--- src/brtc_pkg.sv ---
// Package for the BCD clock reading check and time offset block.
// Holds register indexes, error bit positions, month tables and decode helpers.
// No dependencies.
package brtc_pkg;

   localparam logic [7:0] BAD_DIGIT = 8'hFF;
   localparam int unsigned CSR_INDEX_W = 3;
   localparam int unsigned CSR_DATA_W  = 16;

   typedef enum logic [CSR_INDEX_W-1:0] {
      CSR_CLOCK_FAULTY  = 3'd0,
      CSR_OFFSET_DAY    = 3'd1,
      CSR_OFFSET_HOUR   = 3'd2,
      CSR_OFFSET_MINUTE = 3'd3,
      CSR_OFFSET_SECOND = 3'd4
   } csr_index_type;

   localparam int unsigned ERR_BATTERY = 0;
   localparam int unsigned ERR_BACKUP  = 1;
   localparam int unsigned ERR_YEAR    = 2;
   localparam int unsigned ERR_MONTH   = 3;
   localparam int unsigned ERR_DAY     = 4;
   localparam int unsigned ERR_HOUR    = 5;
   localparam int unsigned ERR_MINUTE  = 6;
   localparam int unsigned ERR_SECOND  = 7;

   localparam logic [7:0] MONTHS_PER_YEAR = 8'd12;
   localparam logic [7:0] MAX_HOUR        = 8'd24;
   localparam logic [7:0] MAX_MIN_SEC     = 8'd60;
   localparam logic [7:0] SEC_PER_MIN     = 8'd60;
   localparam logic [7:0] HOUR_PER_DAY    = 8'd24;
   localparam logic [16:0] DAYS_PER_YEAR  = 17'd365;

   // days before the start of month index i (January is index 0)
   localparam logic [8:0] MONTH_CUM [13] = '{
      9'd0, 9'd31, 9'd59, 9'd90, 9'd120, 9'd151, 9'd181,
      9'd212, 9'd243, 9'd273, 9'd304, 9'd334, 9'd365
   };

   localparam logic [4:0] MONTH_LEN [12] = '{
      5'd31, 5'd28, 5'd31, 5'd30, 5'd31, 5'd30,
      5'd31, 5'd31, 5'd30, 5'd31, 5'd30, 5'd31
   };

   // decode a BCD byte, bad digits give BAD_DIGIT
   function automatic logic [7:0] bcd_decode(input logic [7:0] b);
      logic [7:0] v;
      v = {1'b0, b[7:4], 3'b000} + {3'b000, b[7:4], 1'b0} + {4'h0, b[3:0]};
      if (b >= 8'hA0 || b[3:0] >= 4'hA) begin
         v = BAD_DIGIT;
      end
      return v;
   endfunction

   // leap test for decoded years 0..255: 100 and 200 are the only centuries that are not leap
   function automatic logic is_leap(input logic [7:0] y);
      return (y[1:0] == 2'b00) && (y != 8'd100) && (y != 8'd200);
   endfunction

endpackage

--- src/bcd_rtc_check_and_time_offset_unit.sv ---
// Top level of the BCD clock reading check and time offset block; depends on brtc_pkg.
// Input register, single pass of check/day count/offset logic, result register.
// Throughput: one transaction per cycle; a stalled result holds off intake only once
//    the input register also holds a transaction. CSR writes are always taken.
// Reset: synchronous, active high; clears both pipeline valids and all CSRs.
module bcd_rtc_check_and_time_offset_unit (
   input  logic                clock,
   input  logic                reset,
   // request channel
   input  logic                req_valid,
   output logic                req_stall,
   input  logic                req_power_low,
   input  logic                req_backup_valid,
   input  logic [7:0]          req_year_bcd,
   input  logic [7:0]          req_month_bcd,
   input  logic [7:0]          req_day_bcd,
   input  logic [7:0]          req_hour_bcd,
   input  logic [7:0]          req_minute_bcd,
   input  logic [7:0]          req_second_bcd,
   // result channel
   output logic                rsp_valid,
   input  logic                rsp_stall,
   output logic [7:0]          rsp_error_mask,
   output logic [15:0]         rsp_day_count,
   output logic signed [15:0]  rsp_game_day,
   output logic signed [7:0]   rsp_game_hour,
   output logic signed [7:0]   rsp_game_minute,
   output logic signed [7:0]   rsp_game_second,
   // CSR write channel
   input  logic                                  csr_valid,
   output logic                                  csr_ready,
   input  logic [brtc_pkg::CSR_INDEX_W-1:0]      csr_index,
   input  logic [brtc_pkg::CSR_DATA_W-1:0]       csr_data
);

   // configuration registers
   logic        clock_faulty_ff;
   logic [15:0] offset_day_ff;
   logic [4:0]  offset_hour_ff;
   logic [5:0]  offset_minute_ff;
   logic [5:0]  offset_second_ff;

   // input stage
   logic        in_valid_ff, in_valid_in;
   logic        in_power_low_ff, in_backup_valid_ff;
   logic [7:0]  in_year_ff, in_month_ff, in_day_ff;
   logic [7:0]  in_hour_ff, in_minute_ff, in_second_ff;

   // result stage
   logic        rsp_valid_ff, rsp_valid_in;
   logic [7:0]  error_mask_ff, error_mask_in;
   logic [15:0] day_count_ff, day_count_in;
   logic [15:0] game_day_ff, game_day_in;
   logic [7:0]  game_hour_ff, game_hour_in;
   logic [7:0]  game_minute_ff, game_minute_in;
   logic [7:0]  game_second_ff, game_second_in;

   logic out_free;
   logic in_take;

   // CSR writes are taken every cycle
   assign csr_ready = 1'b1;

   always_ff @(posedge clock) begin
      if (reset) begin
         clock_faulty_ff  <= 1'b0;
         offset_day_ff    <= '0;
         offset_hour_ff   <= '0;
         offset_minute_ff <= '0;
         offset_second_ff <= '0;
      end else if (csr_valid && csr_ready) begin
         case (brtc_pkg::csr_index_type'(csr_index))
            brtc_pkg::CSR_CLOCK_FAULTY:  clock_faulty_ff  <= csr_data[0];
            brtc_pkg::CSR_OFFSET_DAY:    offset_day_ff    <= csr_data[15:0];
            brtc_pkg::CSR_OFFSET_HOUR:   offset_hour_ff   <= csr_data[4:0];
            brtc_pkg::CSR_OFFSET_MINUTE: offset_minute_ff <= csr_data[5:0];
            brtc_pkg::CSR_OFFSET_SECOND: offset_second_ff <= csr_data[5:0];
            default: begin
               // writes beyond the register list are dropped
            end
         endcase
      end
   end

   // Advance the result register whenever it is empty or being drained; the input
   // register passes its request on as it advances, and takes a new one whenever empty or passing on.
   assign out_free  = !rsp_valid_ff || !rsp_stall;
   assign req_stall = in_valid_ff && !out_free;
   assign in_take   = req_valid && !req_stall;

   always_comb begin
      in_valid_in = in_valid_ff;
      if (out_free) begin
         in_valid_in = 1'b0;
      end
      if (in_take) begin
         in_valid_in = 1'b1;
      end
      rsp_valid_in = rsp_valid_ff;
      if (out_free) begin
         rsp_valid_in = in_valid_ff;
      end
   end

   always_ff @(posedge clock) begin
      if (reset) begin
         in_valid_ff  <= 1'b0;
         rsp_valid_ff <= 1'b0;
      end else begin
         in_valid_ff  <= in_valid_in;
         rsp_valid_ff <= rsp_valid_in;
      end
   end

   // hold the request payload until the result stage takes it
   always_ff @(posedge clock) begin
      if (in_take) begin
         in_power_low_ff    <= req_power_low;
         in_backup_valid_ff <= req_backup_valid;
         in_year_ff         <= req_year_bcd;
         in_month_ff        <= req_month_bcd;
         in_day_ff          <= req_day_bcd;
         in_hour_ff         <= req_hour_bcd;
         in_minute_ff       <= req_minute_bcd;
         in_second_ff       <= req_second_bcd;
      end
   end

   // ---------------------------------------------------------------------
   // Check and day count logic
   // ---------------------------------------------------------------------
   logic [7:0]  dec_year, dec_month, dec_day, dec_hour, dec_minute, dec_second;
   logic        month_bad;
   logic [3:0]  len_index;
   logic [5:0]  day_limit;
   logic        day_bad;

   logic [7:0]  eff_year, eff_month, eff_day, eff_hour, eff_minute, eff_second;
   logic [7:0]  prev_years;
   logic [16:0] prev_years_w;
   logic [1:0]  centuries;
   logic [16:0] year_days;
   logic [3:0]  cum_index;
   logic        leap_bonus;
   logic [16:0] total_days;

   logic [7:0]  sec_raw, min_raw, hour_raw;
   logic [7:0]  min_adj, hour_adj;
   logic [15:0] day_raw;
   logic        sec_borrow, min_borrow, hour_borrow;

   always_comb begin
      dec_year   = brtc_pkg::bcd_decode(in_year_ff);
      dec_month  = brtc_pkg::bcd_decode(in_month_ff);
      dec_day    = brtc_pkg::bcd_decode(in_day_ff);
      dec_hour   = brtc_pkg::bcd_decode(in_hour_ff);
      dec_minute = brtc_pkg::bcd_decode(in_minute_ff);
      dec_second = brtc_pkg::bcd_decode(in_second_ff);

      // a bad month covers the 255 code too; skip the length check then
      month_bad = (dec_month == 8'd0) || (dec_month > brtc_pkg::MONTHS_PER_YEAR);
      len_index = month_bad ? 4'd0 : 4'(dec_month - 8'd1);
      day_limit = {1'b0, brtc_pkg::MONTH_LEN[len_index]}
                + {5'd0, (dec_month == 8'd2) && brtc_pkg::is_leap(dec_year)};
      day_bad   = (dec_day == brtc_pkg::BAD_DIGIT)
               || (!month_bad && (dec_day > {2'b00, day_limit}));

      error_mask_in = '0;
      error_mask_in[brtc_pkg::ERR_BATTERY] = in_power_low_ff;
      error_mask_in[brtc_pkg::ERR_BACKUP]  = !in_backup_valid_ff;
      error_mask_in[brtc_pkg::ERR_YEAR]    = (dec_year == brtc_pkg::BAD_DIGIT);
      error_mask_in[brtc_pkg::ERR_MONTH]   = month_bad;
      error_mask_in[brtc_pkg::ERR_DAY]     = day_bad;
      error_mask_in[brtc_pkg::ERR_HOUR]    = (dec_hour > brtc_pkg::MAX_HOUR);
      error_mask_in[brtc_pkg::ERR_MINUTE]  = (dec_minute > brtc_pkg::MAX_MIN_SEC);
      error_mask_in[brtc_pkg::ERR_SECOND]  = (dec_second > brtc_pkg::MAX_MIN_SEC);

      // a faulty clock counts from the default time 00/01/01 00:00:00
      if (clock_faulty_ff) begin
         eff_year   = 8'd0;
         eff_month  = 8'd1;
         eff_day    = 8'd1;
         eff_hour   = 8'd0;
         eff_minute = 8'd0;
         eff_second = 8'd0;
      end else begin
         eff_year   = dec_year;
         eff_month  = dec_month;
         eff_day    = dec_day;
         eff_hour   = dec_hour;
         eff_minute = dec_minute;
         eff_second = dec_second;
      end

      // whole years before this one; fewer than 400 so no 400-year term
      prev_years   = eff_year - 8'd1;
      prev_years_w = {9'd0, prev_years};
      if (prev_years >= 8'd200) begin
         centuries = 2'd2;
      end else if (prev_years >= 8'd100) begin
         centuries = 2'd1;
      end else begin
         centuries = 2'd0;
      end
      if (eff_year == 8'd0) begin
         year_days = '0;
      end else begin
         year_days = prev_years_w * brtc_pkg::DAYS_PER_YEAR
                   + (prev_years_w >> 2) - {15'd0, centuries};
      end

      // months past December count as the whole year
      if (eff_month == 8'd0) begin
         cum_index = 4'd0;
      end else if (eff_month > brtc_pkg::MONTHS_PER_YEAR) begin
         cum_index = 4'd12;
      end else begin
         cum_index = 4'(eff_month - 8'd1);
      end
      leap_bonus = (eff_month > 8'd2) && brtc_pkg::is_leap(eff_year);
      total_days = year_days + {8'd0, brtc_pkg::MONTH_CUM[cum_index]}
                 + {16'd0, leap_bonus} + {9'd0, eff_day};
      day_count_in = total_days[15:0];

      // offset with borrow rippling from seconds up to days, all wrapping
      sec_raw  = eff_second - {2'b00, offset_second_ff};
      min_raw  = eff_minute - {2'b00, offset_minute_ff};
      hour_raw = eff_hour - {3'b000, offset_hour_ff};
      day_raw  = day_count_in - offset_day_ff;

      sec_borrow     = sec_raw[7];
      game_second_in = sec_borrow ? sec_raw + brtc_pkg::SEC_PER_MIN : sec_raw;
      min_adj        = sec_borrow ? min_raw - 8'd1 : min_raw;

      min_borrow     = min_adj[7];
      game_minute_in = min_borrow ? min_adj + brtc_pkg::SEC_PER_MIN : min_adj;
      hour_adj       = min_borrow ? hour_raw - 8'd1 : hour_raw;

      hour_borrow    = hour_adj[7];
      game_hour_in   = hour_borrow ? hour_adj + brtc_pkg::HOUR_PER_DAY : hour_adj;
      game_day_in    = hour_borrow ? day_raw - 16'd1 : day_raw;
   end

   // load results only when the stage advances; hold them under stall
   always_ff @(posedge clock) begin
      if (out_free) begin
         error_mask_ff  <= error_mask_in;
         day_count_ff   <= day_count_in;
         game_day_ff    <= game_day_in;
         game_hour_ff   <= game_hour_in;
         game_minute_ff <= game_minute_in;
         game_second_ff <= game_second_in;
      end
   end

   assign rsp_valid       = rsp_valid_ff;
   assign rsp_error_mask  = error_mask_ff;
   assign rsp_day_count   = day_count_ff;
   assign rsp_game_day    = $signed(game_day_ff);
   assign rsp_game_hour   = $signed(game_hour_ff);
   assign rsp_game_minute = $signed(game_minute_ff);
   assign rsp_game_second = $signed(game_second_ff);

`ifndef SYNTH
   // a pending request always moves into a free result stage
   a_advance: assert property (@(posedge clock) disable iff (reset)
      (in_valid_ff && out_free) |=> rsp_valid_ff)
      else $error("pending request not moved to result stage");

   // intake only stalls when a request is actually held
   a_stall_held: assert property (@(posedge clock) disable iff (reset)
      req_stall |-> (in_valid_ff && rsp_valid_ff))
      else $error("request stalled with nothing held");

   // a stalled result stage keeps the held request in place
   a_hold_input: assert property (@(posedge clock) disable iff (reset)
      (in_valid_ff && !out_free) |=> (in_valid_ff && $stable(in_year_ff)))
      else $error("held request lost under stall");

   // a drained result with no pending request leaves the output empty
   a_drain: assert property (@(posedge clock) disable iff (reset)
      (rsp_valid_ff && !rsp_stall && !in_valid_ff) |=> !rsp_valid_ff)
      else $error("result repeated after drain");
`endif

endmodule

--- config.mk ---
export PLATFORM = sky130hd
export DESIGN_NAME = bcd_rtc_check_and_time_offset_unit
export DESIGN_NICKNAME = d
export VERILOG_FILES = /design/src/brtc_pkg.sv /design/src/bcd_rtc_check_and_time_offset_unit.sv
export SDC_FILE = /design/constraint.sdc
export NUM_CORES = 1
export LEC_CHECK = 0
export ABC_CLOCK_PERIOD_IN_PS = 18100
export BUFFER_PORTS_ARGS = -buffer_cell sky130_fd_sc_hd__buf_4
export CELL_PAD_IN_SITES_DETAIL_PLACEMENT = 2
export CELL_PAD_IN_SITES_GLOBAL_PLACEMENT = 2
export CORE_UTILIZATION = 41
export CTS_CLUSTER_DIAMETER = 200
export DETAILED_ROUTE_END_ITERATION = 10
export PLACE_DENSITY = 0.95
export SYNTH_ARGS = -nofsm -noshare
export SYNTH_HDL_FRONTEND = slang
export SYNTH_SLANG_ARGS = --single-unit
--- constraint.sdc ---
create_clock -name clock -period 18.1 [get_ports clock]
set_input_delay 2.715 -clock clock [delete_from_list [all_inputs] [get_ports clock]]
set_output_delay 2.715 -clock clock [all_outputs]
set_load 0.02 [all_outputs]
==> run metrics, run 1 <==
status finished clean; Routed WL per cell 25.89 um; Iter 0 DRT Violations 558; Area Growth Syn to Fin 16.32%; top cells by area, synth edfxtp_1 27%, ha_1 16%, fa_1 8.4%, dfxtp_1 5.6%, xnor2_1 4.3%; Die W 178.8 um; largest stage delay on the critical path 0.59 ns; Synth cell types 90; final-report max-slew violation count 0; min-delay src in_power_low_ff; GRT met1 Usage 34.55%; Tightest Pin Transition 1.097 ns; R2R depth 44; commonest non-fill, non-tap cells in the layout 163 x ha_1, 143 x buf_4, 136 x inv_1; n_diodes 0; Final min period 12.49 ns; r2r setup slk 5.61 ns; CTS sink count 150; met2 GRT Util 58.29%; htree depth 4; total of max-cap violations 0; top achievable clock speed 80.05 MHz; final cycle utilization of the critical path 69.02%; Post-CTS Setup Bufs 0; first-pass GRT wire length 75,260 um; final setup skew 0.01448 ns; total grt overflow 0; root buffer cell clkbuf_16; RSZ-0062 raised after global routing false; clk_lat worst skew 0.46 ns; Seq cells post-synth 150; TNS Setup 0 ns; Synth top area share 26.70%; Post-synth EDFFs 114; GP Congestion 0.8466; CP max-delay cell fa_1; Ys Warns 0; dominant cell type by area after synthesis edfxtp_1; Site Rows 64; Detail Placement HPWL 34,070 um; TritonCTS clock tree done; Hold Crit Class reg2reg; DIE HEIGHT 178.8 um; Synth Instances 1,325; cts bufs inserted 17; largest net degree at the start of global routing 65; R2R Path End rsp_game_day[15]; Main synth FF type edfxtp_1; Filler cells 3,201; Initial Util 41.80%; IO Port Bufs 139; fraction of final layout cells sized beyond drive strength 1 14.32%; die area 31,980 um^2; clock tree buffer depth 2; DR DRC count 0; via count 11,095; io pins 141; critical path type reg2reg; WP data arrival 12.70 ns; required time worst endpoint 18.30 ns; most common cell after layout, fill and taps aside ha_1; CP dominant cell by count inv_1; drt pass-1 iters 5; Hold Path Stages 0; hold-fix buffer count after cts 0; WHS Endpoint rsp_error_mask[0]; Via density 5.914; clock-pin slew on the worst setup and hold paths 0.07 ns; startpoint types flip-flop; Mapped Area 12,820 um^2; post-route ant nets 0; Final #Nets 1,758; sequential area share after synthesis 32.32%; asr flop ratio synth 0%; initial antenna violation count 1; Routed WL 48,570 um; post-synthesis average cell area 9.675 um^2; crit-path max FO 9; Post-Syn Nets 1,616; post_cts resized 0; met3 Use GR 3.859%; core area 30,670 um^2; Final Hold Vio Count 0; headroom to the max-slew limit 26.78%; endpoints failing setup 0; worst r2r src in_year_ff[3]; grt peak-use layer met2; crit path capture type flip-flop; vias in the first global route 13,025; GRT Total Usage 31.47%
-- metal layers --
layer  wire length [um]  up-vias
met5                  0        -
met4               2292        0
met3               1817      141
met2              25720      375
met1              18740     5627
li1                   -     4952
-- sequential cells by signal, summed over array words and instances, names as in the netlist --
name,cells
rsp_error_mask,8
clock_faulty_ff,1
offset_minute_ff,6
rsp_valid,1
in_month_ff,8
rsp_game_second,8
offset_day_ff,16
in_valid_ff,1
offset_second_ff,6
rsp_game_minute,8
in_day_ff,8
offset_hour_ff,5
rsp_day_count,16
rsp_game_hour,8
in_minute_ff,8
in_backup_valid_ff,1
rsp_game_day,16
in_second_ff,8
in_hour_ff,8
in_power_low_ff,1
in_year_ff,8
-- layout make-up --
cell class / count / area [um^2] / share of cell area (%)
multi-input cells: 1018 / 8094 / 54.28
flip-flops and latches: 150 / 4144 / 27.79
repair buffers: 143 / 1074 / 7.199
inverters: 137 / 514.2 / 3.449
well taps: 396 / 495.5 / 3.323
clock buffers: 17 / 425.4 / 2.853
clock inverters: 15 / 165.2 / 1.108
-- how the worst max path moves through the flow --
| stage | from | end | slack (ns) | cells past startpoint |
|---|---|---|---|---|
| after detailed placement | in_year_ff[3] | rsp_game_day[15] | 6.41 | 44 |
| after global placement | in_year_ff[6] | rsp_game_day[15] | 7.40 | 43 |
| after CTS | in_year_ff[3] | rsp_game_day[15] | 5.74 | 44 |
| final | in_year_ff[3] | rsp_game_day[15] | 5.61 | 44 |
| after floorplan | in_year_ff[6] | rsp_game_day[15] | 8.06 | 43 |
| after global routing | in_year_ff[6] | rsp_game_day[15] | 4.97 | 44 |
-- through the flow --
stage / utilization, % / hold WS, ns / std cells / instance area, um^2 / worst slack [ns]
after CTS: 48.62 / 0.4563 / 1876 / 14910 / 5.743
after global routing: 48.62 / 0.4600 / 1876 / 14910 / 4.969
final: 48.62 / 0.4435 / 1876 / 14910 / 5.608
after detailed placement: 46.70 / 0.4313 / 1844 / 14320 / 6.415
after global placement: 46.70 / 0.4004 / 1844 / 14320 / 7.397
after floorplan: - / 0.4003 / 1325 / 12820 / 8.057
-- worst max-delay path: cells and delay by family (launching register included) --
kind / cells / cell delay [ns]
adder cells (fa/ha/maj): 10 / 3.97
AO/OA/AOI/OAI: 11 / 2.97
AND/OR/NAND/NOR: 9 / 2.31
XOR/XNOR: 6 / 1.69
buffers and inverters: 8 / 0.92
flip-flops: 1 / 0.35
-- synth_stat cells (all sizes together) (11+ instances only) --
master	instances
nor2	116
inv	137
or2	14
a21oi	82
a21o	14
mux2i	27
clkbuf	17
dfxtp	36
nor3	31
nand3	24
or3	11
o21a	22
o211ai	14
nand2b	15
nor2b	19
ha	163
nand2	111
xnor2	63
xor2	38
edfxtp	114
o21ai	62
fa	54
-- cells by family (layout without fill, tap and decap cells) --
group | after synthesis | in the layout | synth area share (%)
XOR/XNOR | 102 | 102 | 7.076
multiplexers | 30 | 30 | 2.372
adder cells (fa/ha/maj) | 217 | 217 | 24.34
other | 1 | 1 | 0.02925
flip-flops | 150 | 150 | 32.32
AO/OA/AOI/OAI | 271 | 271 | 14.19
AND/OR/NAND/NOR | 397 | 397 | 15.01
buffers and inverters | 157 | 312 | 4.655
Power of run 1 is left out: the tool's default activity adds up to more than one toggle a clock period on the data nets, which glitch-free logic cannot reach.
==> run 2: changes to the inputs <==
ABC_AREA = 1   (was default)
ABC_CLOCK_PERIOD_IN_PS = 12650   (was 18100)
CORE_UTILIZATION = 37   (was 41)
PLACE_DENSITY = 0.9   (was 0.95)
clock period = 12.65 ns   (was 18.1 ns; I/O delays follow)
==> run 2 against run 1 <==
Net effect:
- area after synthesis up 3.5%
- critical endpoint is now rsp_game_day[14]
- register-to-register slack got worse by 3.2 ns
- critical path depth is 3 higher
- sequential share of layout area decreased by 0.85 points
==> run metrics, run 2 <==
status finished clean; clock-pin slew on the worst setup and hold paths 0.07 ns; asr flop ratio synth 0%; DR DRC count 0; Die W 191.4 um; fraction of final layout cells sized beyond drive strength 1 14.70%; CP Buf/Inv Count 9; first-pass GRT wire length 72,170 um; top cells by area, synth edfxtp_1 26%, ha_1 15%, nand2_1 8.6%, fa_1 8.1%, inv_1 7.4%; TNS Setup 0 ns; initial antenna violation count 3; GP Congestion 0.8942; final-report max-slew violation count 0; GRT Total Usage 25.54%; total grt overflow 0; Site Rows 68; WP data arrival 10.49 ns; R2R depth 47; Synth Instances 1,589; post-synthesis average cell area 8.350 um^2; Post-synth top cells 303 x nand2_1, 263 x inv_1, 163 x ha_1; Area Growth Syn to Fin 15.94%; largest stage delay on the critical path 0.55 ns; DIE HEIGHT 191.4 um; drt pass-1 iters 6; kind of cell adding the most delay to the critical path adder cells; Main synth FF type edfxtp_1; Seq cells post-synth 150; Routed WL per cell 20.48 um; htree depth 4; count leader, synth nand2_1; Routed WL 45,050 um; top achievable clock speed 97.26 MHz; sequential area share after synthesis 31.23%; WHS Endpoint rsp_error_mask[0]; Initial Util 38.03%; r2r setup slk 2.37 ns; Post-Syn Nets 1,880; critical path launch point in_year_ff[6]; IO Port Bufs 139; most common cell after layout, fill and taps aside nand2_1; min-delay src in_power_low_ff; Synth top area share 25.80%; via count 11,533; total of max-cap violations 0; cts bufs inserted 17; io pins 141; headroom to the max-slew limit 26.00%; Ys Warns 0; critical path type reg2reg; Post-CTS Setup Bufs 0; Mapped Area 13,270 um^2; post_cts resized 0; Detail Placement HPWL 34,890 um; Iter 0 DRT Violations 427; dominant cell type by area after synthesis edfxtp_1; Via density 5.242; final cycle utilization of the critical path 81.28%; startpoint types flip-flop; largest net degree at the start of global routing 67; root buffer cell clkbuf_16; CP max-delay cell fa_1; critical path depth in cells 47; Final min period 10.28 ns; required time worst endpoint 12.86 ns; vias in the first global route 13,277; clk_lat worst skew 0.47 ns; RSZ-0062 raised after global routing false; Synth cell types 58; TritonCTS clock tree done; crit path capture type flip-flop; core area 34,880 um^2; hold-fix buffer count after cts 0; Hold Crit Class reg2reg; Hold Path Stages 0; final setup skew 0.01665 ns; worst r2r src in_year_ff[6]; post-route ant nets 0; CTS sink count 150; endpoints failing setup 0; Tightest Pin Transition 1.108 ns; commonest non-fill, non-tap cells in the layout 302 x nand2_1, 262 x inv_1, 163 x ha_1; Final Hold Vio Count 0; die area 36,620 um^2; Post-synth EDFFs 114; R2R Path End rsp_game_day[14]; clock tree buffer depth 2; Final #Nets 2,019; crit-path max FO 5
-- run 2: kinds of logic (layout without fill, tap and decap cells) --
kind of cell | count (synthesis) | after routing | synth area share (%)
XOR/XNOR | 75 | 75 | 5.347
AO/OA/AOI/OAI | 208 | 208 | 9.223
flip-flops | 150 | 150 | 31.23
buffers and inverters | 298 | 450 | 8.732
multiplexers | 4 | 4 | 0.3018
AND/OR/NAND/NOR | 636 | 636 | 21.61
adder cells (fa/ha/maj) | 217 | 217 | 23.52
other | 1 | 5 | 0.02826
-- run 2: final cells by class --
| class | instances | area (um^2) |
|---|---|---|
| Inverter | 278 | 1046 |
| Multi-Input combinational cell | 1141 | 7973 |
| Sequential cell | 150 | 4144 |
| Timing Repair Buffer | 140 | 1051 |
| Antenna cell | 4 | 10.01 |
| Fill cell | 3938 | 19500 |
| Clock inverter | 15 | 163.9 |
| Clock buffer | 17 | 425.4 |
| Tap cell | 455 | 569.3 |
-- run 2: worst max path at each step --
stage / slack [ns] / endpoint
2_1_floorplan: 3.81 / rsp_game_day[14]
3_3_place_gp: 3.11 / rsp_game_day[14]
3_5_place_dp: 2.46 / rsp_game_day[14]
4_1_cts: 2.33 / rsp_game_day[14]
5_1_grt: 1.52 / rsp_game_day[14]
6_report: 2.37 / rsp_game_day[14]
-- run 2: per-stage QoR --
step	hold slack (ns)	instance area [um^2]	setup WS (ns)	utilization (%)	cells
floorplan	0.4003	13270	3.810	-	1589
global placement	0.4013	14780	3.106	42.38	2164
detailed placement	0.4101	14780	2.455	42.38	2164
CTS	0.4260	15370	2.331	44.07	2196
global route	0.4330	15380	1.517	44.10	2200
finish	0.4232	15380	2.368	44.10	2200
-- run 2: routing by layer --
metal	track usage (%)	vias up	wire length, um
met4	9.066	0	1306
met2	48.61	177	24120
met1	28.95	5778	18750
met3	3.066	74	872
met5	0	-	0
li1	-	5504	-
Power of run 2 is left out for the same reason.
==> run 3: changes to the inputs <==
ABC_CLOCK_PERIOD_IN_PS = 8800   (was 12650)
CORE_UTILIZATION = 33   (was 37)
PLACE_DENSITY = 0.86   (was 0.9)
clock period = 8.8 ns   (was 12.65 ns; I/O delays follow)
==> run 3 against run 2 <==
Net effect:
- clock skew up 0.0081 ns
- wire length increased by 49%
- count of clock-buffer cells in the layout rose by 1
- cell count grew 8.8%
- non-clock buffer count grew 125
- fmax is 7.9% higher
- core utilization is 0.62 points higher
- critical path type unchanged
- the run now ends with negative setup slack left
- register-to-register slack got worse by 3.1 ns
- first-iteration DRC count grew 99%
- critical endpoint unchanged
- global-route usage fell by 1.2 points
- worst setup slack worse by 3.1 ns
==> run metrics, run 3 (synthesized netlist as in run 2, its figures left out) <==
final instance area 17,770 um^2; Via density 5.586; Iter 0 DRT Violations 848; startpoint types flip-flop; final cycle utilization of the critical path 108.3%; Routed WL per cell 28.05 um; Hold Crit Class reg2reg; hold slack 0.4278 ns; top achievable clock speed 105.0 MHz; headroom to the max-slew limit 19.22%; critical path launch point in_year_ff[5]; Final Hold Vio Count 0; final-report max-slew violation count 0; status finished, violations left; post-route ant nets 0; drt pass-1 iters 5; first-pass GRT wire length 77,650 um; Detail Placement HPWL 34,780 um; htree depth 4; endpoints failing setup 10; via count 13,373; WP data arrival 9.74 ns; total grt overflow 0; required time worst endpoint 9.02 ns; clock tree buffer depth 2; Tightest Pin Transition 1.212 ns; hold-fix buffer count after cts 0; TritonCTS clock tree done; cts bufs inserted 17; GP Congestion 0.8279; CP endpoint rsp_game_day[14]; R2R Path End rsp_game_day[14]; RSZ-0062 raised after global routing true; crit-path max FO 4; root buffer cell clkbuf_16; largest stage delay on the critical path 0.53 ns; Final min period 9.526 ns; GRT Total Usage 24.30%; r2r setup slk -0.73 ns; most common cell after layout, fill and taps aside buf_4; CP dominant cell by count nand2_1; Area Growth Syn to Fin 33.90%; Final WS setup -0.7265 ns; clock-pin slew on the worst setup and hold paths 0.08 ns; total of max-cap violations 0; vias in the first global route 14,107; final setup skew 0.02476 ns; CTS sink count 150; io pins 141; CP max-delay cell fa_1; largest net degree at the start of global routing 67; Routed WL 67,150 um; placed cell areas 15,370 um^2; crit path capture type flip-flop; core area 39,730 um^2; R2R depth 55; initial antenna violation count 4; Site Rows 73; IO Port Bufs 139; commonest non-fill, non-tap cells in the layout 252 x buf_4, 251 x nand2_1, 232 x inv_1; critical path type reg2reg; die area 41,010 um^2; failing checks negative setup slack; DR DRC count 0; Die W 202.5 um; fraction of final layout cells sized beyond drive strength 1 31.58%; DIE HEIGHT 202.5 um; worst r2r src in_year_ff[5]; clk_lat worst skew 0.48 ns; Initial Util 33.39%; Final #Nets 2,144
run 3: changes by cell type in the layout (fill, tap and decap cells not counted), sizes merged:
cell | before | now
buf | 140 | 265
clkinv | 5 | 3
inv | 285 | 283
bufinv | 2 | 1
clkbuf | 17 | 18
clkinvlp | 1 | 4
run 3: what timing repair did:
| action | 4_1_cts | 5_1_grt |
|---|---|---|
| endpoints found under the setup margin | 9 | 10 |
| pin swaps | 47 | 123 |
| resized for setup | 94 | 197 |
| buffers inserted | 19 | 43 |
run 3: worst min path at each step:
| stage | slack (ns) | endpoint | cells past startpoint | start |
|---|---|---|---|---|
| final | 0.43 | rsp_error_mask[0] | 0 | in_power_low_ff |
| after global routing | 0.44 | rsp_error_mask[0] | 0 | in_power_low_ff |
| after CTS | 0.43 | rsp_error_mask[0] | 0 | in_power_low_ff |
| after detailed placement | 0.41 | rsp_error_mask[0] | 0 | in_power_low_ff |
| after global placement | 0.40 | rsp_error_mask[0] | 0 | in_power_low_ff |
| after floorplan | 0.40 | rsp_error_mask[0] | 0 | in_power_low_ff |
run 3: metal layers:
metal  track usage (%)  routed length (um)  vias to the layer above
met5                 0                   0                        -
met4             9.748                5345                        0
met3             3.242                3315                      282
met2             46.14               34030                      599
met1             27.07               24460                     6745
li1                  -                   -                     5747
run 3: cell type report:
class	count	area, um^2
Fill cell	4261	21970
Sequential cell	150	4144
Inverter	278	1052
Antenna cell	4	10.01
Clock inverter	13	137.6
Multi-Input combinational cell	1141	9289
Tap cell	525	656.9
Timing Repair Buffer	265	2047
Clock buffer	18	429.2
run 3: through the flow:
stage	TNS (ns)	setup WS, ns	std cells	util (%)
finish	-4.338	-0.7265	2394	44.71
global route	-6.591	-0.9619	2393	44.71
CTS	0	0.01107	2348	41.65
detailed placement	-3.329	-0.6147	2298	38.68
global placement	0	0.004328	2298	38.68
floorplan	0	0.06892	1589	-
run 3: critical path, delay by kind of cell (launching register included):
| kind | cells | cell delay [ns] |
|---|---|---|
| AO/OA/AOI/OAI | 6 | 0.82 |
| XOR/XNOR | 2 | 0.38 |
| adder cells (fa/ha/maj) | 12 | 3.82 |
| buffers and inverters | 10 | 1.02 |
| flip-flops | 1 | 0.45 |
| AND/OR/NAND/NOR | 25 | 2.76 |
Power of run 3 is left out for the same reason.
